--- src/rtl/rmf_pkg.sv ---
`timescale 1ns / 1ps
// ----------------------------------------------------------------------------
// Running median filter package
// Default sizes and shared constants for the running median filter.
// ----------------------------------------------------------------------------
package rmf_pkg;

  // Default number of samples held in the circular window.
  localparam int WINDOW_LEN_DEF = 7;

  // Default sample width in bits.
  localparam int SAMPLE_WIDTH_DEF = 16;

  // Width of the reported fill count; wider counts are truncated to this.
  localparam int FILL_WIDTH = 3;

endpackage

--- src/rtl/rmf_window.sv ---
`timescale 1ns / 1ps
// ----------------------------------------------------------------------------
// Running median filter window
// Circular sample store with write position and fill tracking. Presents the
// window as it stands after the incoming sample is written.
// ----------------------------------------------------------------------------
module rmf_window #(
  parameter int WINDOW_LEN   = rmf_pkg::WINDOW_LEN_DEF,
  parameter int SAMPLE_WIDTH = rmf_pkg::SAMPLE_WIDTH_DEF,
  localparam int CW = $clog2(WINDOW_LEN + 1),
  localparam int PW = $clog2(WINDOW_LEN)
) (
  input  logic                                   clk,
  input  logic                                   rst,
  input  logic                                   write_en,
  input  logic [SAMPLE_WIDTH-1:0]                sample,
  output logic [WINDOW_LEN-1:0][SAMPLE_WIDTH-1:0] win_view,
  output logic [CW-1:0]                          count_view
);

  logic [WINDOW_LEN-1:0][SAMPLE_WIDTH-1:0] window;
  logic [CW-1:0] write_position;
  logic [CW-1:0] write_position_next;
  logic          window_full;
  logic          window_full_next;
  logic          wrap;
  logic [CW-1:0] pos_eff;

  // A position that has reached the window length wraps before the write.
  assign wrap             = (write_position >= CW'(WINDOW_LEN));
  assign pos_eff          = wrap ? '0 : write_position;
  assign window_full_next = window_full | wrap;
  assign write_position_next = pos_eff + CW'(1);

  always_comb begin
    for (int i = 0; i < WINDOW_LEN; i++) begin
      win_view[i] = (pos_eff[PW-1:0] == PW'(i)) ? sample : window[i];
    end
    count_view = window_full_next ? CW'(WINDOW_LEN) : write_position_next;
  end

  always_ff @(posedge clk) begin
    if (rst) begin
      write_position <= '0;
      window_full    <= 1'b0;
    end else if (write_en) begin
      write_position <= write_position_next;
      window_full    <= window_full_next;
    end
  end

  always_ff @(posedge clk) begin
    if (write_en) begin
      window[pos_eff[PW-1:0]] <= sample;
    end
  end

endmodule

--- src/rtl/rmf_rank.sv ---
`timescale 1ns / 1ps
// ----------------------------------------------------------------------------
// Running median filter rank selector
// Picks the element of rank floor((n-1)/2) among the first n window entries.
// Equal samples rank by window position.
// ----------------------------------------------------------------------------
module rmf_rank #(
  parameter int WINDOW_LEN   = rmf_pkg::WINDOW_LEN_DEF,
  parameter int SAMPLE_WIDTH = rmf_pkg::SAMPLE_WIDTH_DEF,
  localparam int CW = $clog2(WINDOW_LEN + 1)
) (
  input  logic [WINDOW_LEN-1:0][SAMPLE_WIDTH-1:0] win_view,
  input  logic [CW-1:0]                          count_view,
  output logic [SAMPLE_WIDTH-1:0]                median
);

  logic [CW-1:0] target;
  logic [WINDOW_LEN-1:0][CW-1:0] rank;

  assign target = (count_view - CW'(1)) >> 1;

  always_comb begin
    for (int i = 0; i < WINDOW_LEN; i++) begin
      rank[i] = '0;
      for (int j = 0; j < WINDOW_LEN; j++) begin
        if (CW'(j) < count_view) begin
          if (($signed(win_view[j]) < $signed(win_view[i])) ||
              ((win_view[j] == win_view[i]) && (j < i))) begin
            rank[i] = rank[i] + CW'(1);
          end
        end
      end
    end
  end

  // Ranks among counted entries are distinct, so at most one entry matches.
  always_comb begin
    median = '0;
    for (int i = 0; i < WINDOW_LEN; i++) begin
      if ((CW'(i) < count_view) && (rank[i] == target)) begin
        median = median | win_view[i];
      end
    end
  end

endmodule

--- src/rtl/running_median_filter_core.sv ---
`timescale 1ns / 1ps
// ----------------------------------------------------------------------------
// Running median filter core
// Median of the most recent samples held in a circular window.
// ----------------------------------------------------------------------------
// Usage:
// Each request on the input channel (in_valid/in_ready) carries one signed
// sample. The sample is written into a circular window, and one result request
// on the output channel (out_valid/out_ready) carries the median of the
// samples the window holds, together with fill_count, the number of samples
// the median was taken over. Until the window has filled once, only the
// samples written so far count; after that all WINDOW_LEN samples count.
// The result is registered: a sample's result shows in the output register
// from the cycle after its acceptance on. Throughput is one sample per cycle
// while the receiver takes results, set by the single pass of rank comparisons
// between the window and the output register. Reset empties the window (fill
// count back to zero) and drops any pending result. When the receiver stalls,
// the result holds in the output register and in_ready falls; it rises again
// in the same cycle the result is taken, so the stream keeps its full rate.
// ----------------------------------------------------------------------------
module running_median_filter_core #(
  parameter int WINDOW_LEN   = rmf_pkg::WINDOW_LEN_DEF,
  parameter int SAMPLE_WIDTH = rmf_pkg::SAMPLE_WIDTH_DEF
) (
  input  logic                           clk,
  input  logic                           rst,
  input  logic                           in_valid,
  output logic                           in_ready,
  input  logic [SAMPLE_WIDTH-1:0]        sample,
  output logic                           out_valid,
  input  logic                           out_ready,
  output logic [SAMPLE_WIDTH-1:0]        median,
  output logic [rmf_pkg::FILL_WIDTH-1:0] fill_count
);

  localparam int CW = $clog2(WINDOW_LEN + 1);

  logic                                   accept;
  logic [WINDOW_LEN-1:0][SAMPLE_WIDTH-1:0] win_view;
  logic [CW-1:0]                          count_view;
  logic [SAMPLE_WIDTH-1:0]                median_next;

  // The output register may be refilled in the cycle its content is taken.
  assign in_ready = !out_valid || out_ready;
  assign accept   = in_valid && in_ready;

  rmf_window #(
    .WINDOW_LEN  (WINDOW_LEN),
    .SAMPLE_WIDTH(SAMPLE_WIDTH)
  ) u_window (
    .clk       (clk),
    .rst       (rst),
    .write_en  (accept),
    .sample    (sample),
    .win_view  (win_view),
    .count_view(count_view)
  );

  rmf_rank #(
    .WINDOW_LEN  (WINDOW_LEN),
    .SAMPLE_WIDTH(SAMPLE_WIDTH)
  ) u_rank (
    .win_view  (win_view),
    .count_view(count_view),
    .median    (median_next)
  );

  always_ff @(posedge clk) begin
    if (rst) begin
      out_valid <= 1'b0;
    end else if (accept) begin
      out_valid <= 1'b1;
    end else if (out_ready) begin
      out_valid <= 1'b0;
    end
  end

  // Result payload; the fill count keeps only its low bits for wide windows.
  always_ff @(posedge clk) begin
    if (accept) begin
      median     <= median_next;
      fill_count <= rmf_pkg::FILL_WIDTH'(count_view);
    end
  end

endmodule
--- config.mk ---
export PLATFORM = sky130hd
export DESIGN_NAME = running_median_filter_core
export DESIGN_NICKNAME = d
export VERILOG_FILES = /design/src/rtl/rmf_pkg.sv /design/src/rtl/rmf_window.sv /design/src/rtl/rmf_rank.sv /design/src/rtl/running_median_filter_core.sv
export SDC_FILE = /design/constraint.sdc
export NUM_CORES = 1
export LEC_CHECK = 0
export BUFFER_PORTS_ARGS = -buffer_cell sky130_fd_sc_hd__buf_2
export CAP_MARGIN = 5
export CORE_MARGIN = 1
export CORE_UTILIZATION = 40
export CTS_CLUSTER_DIAMETER = 120
export DETAILED_ROUTE_END_ITERATION = 8
export PLACE_DENSITY = 0.67
export RECOVER_POWER = 50
export SYNTH_ARGS = -nofsm -noshare
export SYNTH_HDL_FRONTEND = slang
export SYNTH_SLANG_ARGS = --single-unit
--- constraint.sdc ---
create_clock -name clk -period 10.1 [get_ports clk]
set_input_delay 1.01 -clock clk [delete_from_list [all_inputs] [get_ports clk]]
set_output_delay 1.01 -clock clk [all_outputs]
set_load 0.05 [all_outputs]
==> impl_metrics.csv <==
group,metric,value,unit
clocking,cts_buffers,17,
worst_setup_path,crit_slowest_cell,"o31ai_1",
placement,place_area,18900,sq um
worst_setup_path,worst_ep_required_time,10410,ps
min_path,hold_class,"flip-flop to flip-flop",
clocking,post_cts_buffers,0,
route,initialDrtViolationCount,1919,
clocking,htree_levels,4,
route,wirelength,71.3,mm
timing,finalSetupTns,0,ps
floorplanning,io_pins,41,
grt,grt_max_degree,29,
route,drc,0,
finish,final_cell_area,19400,sq um
finish,fin_nets,2395,
timing,max_slew.worst_pin.slew,1810,ps
clocking,clock_latency,450,ps
finish,multi_input_area,12800,sq um
power_and_ir_drop,swShare,0.448,
floorplanning,start_util,0.409,
clocking,post_cts_resized,0,
synth,synth-seq-cells,136,
route,post_drt_wl_per_cell,27.3,um
worst_setup_path,worstSetupPathType,"flip-flop to flip-flop",
timing,relSlewSlack,-0.210,
synth,synth_cells,1948,
power_and_ir_drop,irDropWorstVdd,0.173,mV
route,vias,16395,
status,status,"finished with violations",
synth,syn_nets,2331,
floorplanning,chipHeight,213,um
timing,hold_slack,528,ps
worst_setup_path,critPathMaxStageDelay,840,ps
synth,synth_flop_cell,"edfxtp_1",
synth,synth.avg_cell_area,9.10,sq um
power_and_ir_drop,p_clk_frac,0.223,
grt,first_global_vias,15428,
floorplanning,core,43400,sq um
clocking,cts_max_path_buffers,2,
worst_setup_path,end_kind,"flip-flop",
grt,grtUsageTotal,0.319,
worst_setup_path,crit_top_cell,"ha_1",
grt,antenna_found_initial,0,
power_and_ir_drop,p_per_area,147,nW/um^2
power_and_ir_drop,p_comb_frac,0.527,
placement,dp_hpwl,56.7,mm
route,dr.pass1.iters,6,
worst_setup_path,crit_fanout,17,
timing,setup_viol,0,
worst_setup_path,cp-start-kind,"flip-flop",
clocking,cts-root-buf,"clkbuf_16",
floorplanning,fp.dieW,213,um
finish,syn2layout_area_growth,9.41,%
finish,final_cell_mix,"ha_1 (363), nand2_1 (177), inv_1 (166), edfxtp_1 (131), a21oi_1 (118)",
clocking,clkTransAtPathRegs,70,ps
finish,fill_cells,4276,
route,viasPerCell,6.28,
synth,synthesis.area,17700,sq um
synth,async_flop_share,0,
grt,grt_pass1_wl,104,mm
finish,final-seq-area,4030,sq um
power_and_ir_drop,leakagePower,8.57,nW
clocking,cts_tree,"done",
floorplanning,rows,76,
timing,drv_slew,26,
job,drv_cap,1,
finish,final_common_cell,"ha_1",
grt,overflow,0,
route,ant_nets,0,
placement,port_buffers,40,
power_and_ir_drop,power.share.sequential,0.249,
timing,hold_viol_final,0,
placement,place_congestion,1.08,
synth,ys_seq_area_frac,0.227,
status,violations,"max-capacitance violations, max-slew violations",
finish,final_layout_size_suffix_gt1_frac,0.117,
timing,rsz0062_at_grt,"false",
synth,yosysWarnings,0,
timing,fin_skew,13.8,ps
synth,synth_edf_count,131,
timing,period_minus_slack,8940,ps
clocking,cts_hold_buffers,0,
timing,timing.fmax,112,MHz
worst_setup_path,cp.arrival,9250,ps
worst_setup_path,worst-path-buf-inv,4,
worst_setup_path,critPathTopFamily,"simple AND/OR/NAND/NOR gates",
timing,finalCritPeriodShare,0.885,
synth,ys_types,112,
clocking,cts.sinks,136,
power_and_ir_drop,switching_power,1.28,mW
power_and_ir_drop,p_int,1.57,mW
finish,insertedDiodeCount,0,
floorplanning,dieArea,45200,sq um
==> cell usage after synthesis (7+ instances only) <==
| cell type | n | share of area |
|---|---|---|
| a22oi_1 | 21 | 0.0089 |
| nand2_1 | 177 | 0.037 |
| xnor2_1 | 37 | 0.018 |
| nand3_1 | 55 | 0.016 |
| xor2_1 | 15 | 0.0074 |
| a21o_1 | 24 | 0.010 |
| and2_1 | 16 | 0.0056 |
| nand2b_1 | 36 | 0.013 |
| and4_1 | 12 | 0.0059 |
| nand4_1 | 65 | 0.023 |
| and3_1 | 16 | 0.0056 |
| nor2_1 | 95 | 0.020 |
| mux2_2 | 70 | 0.044 |
| nor3_1 | 49 | 0.014 |
| a221oi_1 | 18 | 0.0089 |
| o21ai_0 | 55 | 0.016 |
| clkbuf_1 | 22 | 0.0047 |
| mux2i_1 | 41 | 0.023 |
| a31oi_1 | 9 | 0.0032 |
| inv_1 | 165 | 0.035 |
| a2111oi_0 | 8 | 0.0040 |
| nor4_1 | 12 | 0.0042 |
| buf_2 | 12 | 0.0034 |
| a211oi_1 | 27 | 0.011 |
| ha_1 | 363 | 0.26 |
| xnor3_1 | 7 | 0.0089 |
| o221ai_1 | 11 | 0.0054 |
| o211ai_1 | 21 | 0.0089 |
| nor2b_1 | 24 | 0.0085 |
| edfxtp_1 | 131 | 0.22 |
| o21a_1 | 16 | 0.0068 |
| a21oi_1 | 118 | 0.033 |
| o31ai_1 | 9 | 0.0038 |
| nand3_2 | 10 | 0.0056 |
==> final timing paths <==
check,startpoint,slack (ps),end,cells past startpoint
worst max register to register,u_window.write_position[2],1160,median[10],35
worst min-delay path,out_valid,530,out_valid,2
worst max-delay path,u_window.write_position[2],1160,median[10],35
worst min register to register,out_valid,530,out_valid,2
==> power groups by stage <==
stage / logic, mW / clock network (mW) / registers (mW)
final: 1.50 / 0.637 / 0.711
after global routing: 1.62 / 0.659 / 0.712
after CTS: 1.47 / 0.643 / 0.708
after detailed placement: 1.46 / 0 / 0.717
after global placement: 1.43 / 0 / 0.721
after floorplan: 0.933 / 0 / 0.802
==> logic make-up (layout without fill, tap and decap cells) <==
kind of cell               count (synthesis)  in the layout  synth area share
adders and majority gates                367            367             0.258
and+or+nand+nor                          612            612             0.178
DFF                                      136            136             0.227
AOI/OAI and AO/OA                        435            435             0.174
xor gates and xnor gates                  65             65            0.0411
buffers and inverters                    219            296            0.0508
muxes                                    114            114            0.0698
==> through the flow <==
| step | total power, mW | utilization | instances | setup slack [ps] |
|---|---|---|---|---|
| floorplan | 1.73 | - | 1948 | 2250 |
| global placement | 2.15 | 0.435 | 2578 | 1740 |
| detailed placement | 2.18 | 0.435 | 2578 | 1550 |
| CTS | 2.82 | 0.448 | 2610 | 1470 |
| global route | 2.99 | 0.448 | 2610 | 630 |
| finish | 2.85 | 0.448 | 2610 | 1160 |
==> flip-flops by register name, indices dropped and copies added (netlist names) <==
signal	flops
fill_count	3
median	16
out_valid	1
u_window.window	112
u_window.window_full	1
u_window.write_position	3
==> tightest hold or removal path: stages, from the launching register on <==
cell	delay [ps]
dfxtp_1	310
nand2b_1	100
a21oi_1	80
==> cell type report <==
| cell class | instances | area share |
|---|---|---|
| multi-input cells | 1593 | 0.662 |
| inverters | 169 | 0.0327 |
| clock inverters | 13 | 0.00748 |
| flip-flops and latches | 136 | 0.208 |
| repair buffers | 95 | 0.0300 |
| well taps | 585 | 0.0377 |
| clock buffers | 19 | 0.0223 |
==> layer usage <==
| layer | part of all wire | vias up | global-route usage |
|---|---|---|---|
| met4 | 0.054 | 0 | 0.153 |
| met1 | 0.44 | 7796 | 0.439 |
| met2 | 0.42 | 878 | 0.483 |
| li1 | - | 7526 | - |
| met5 | 0 | - | 0 |
| met3 | 0.087 | 195 | 0.0538 |
No activity file was read; power rests on OpenSTA's default activity.
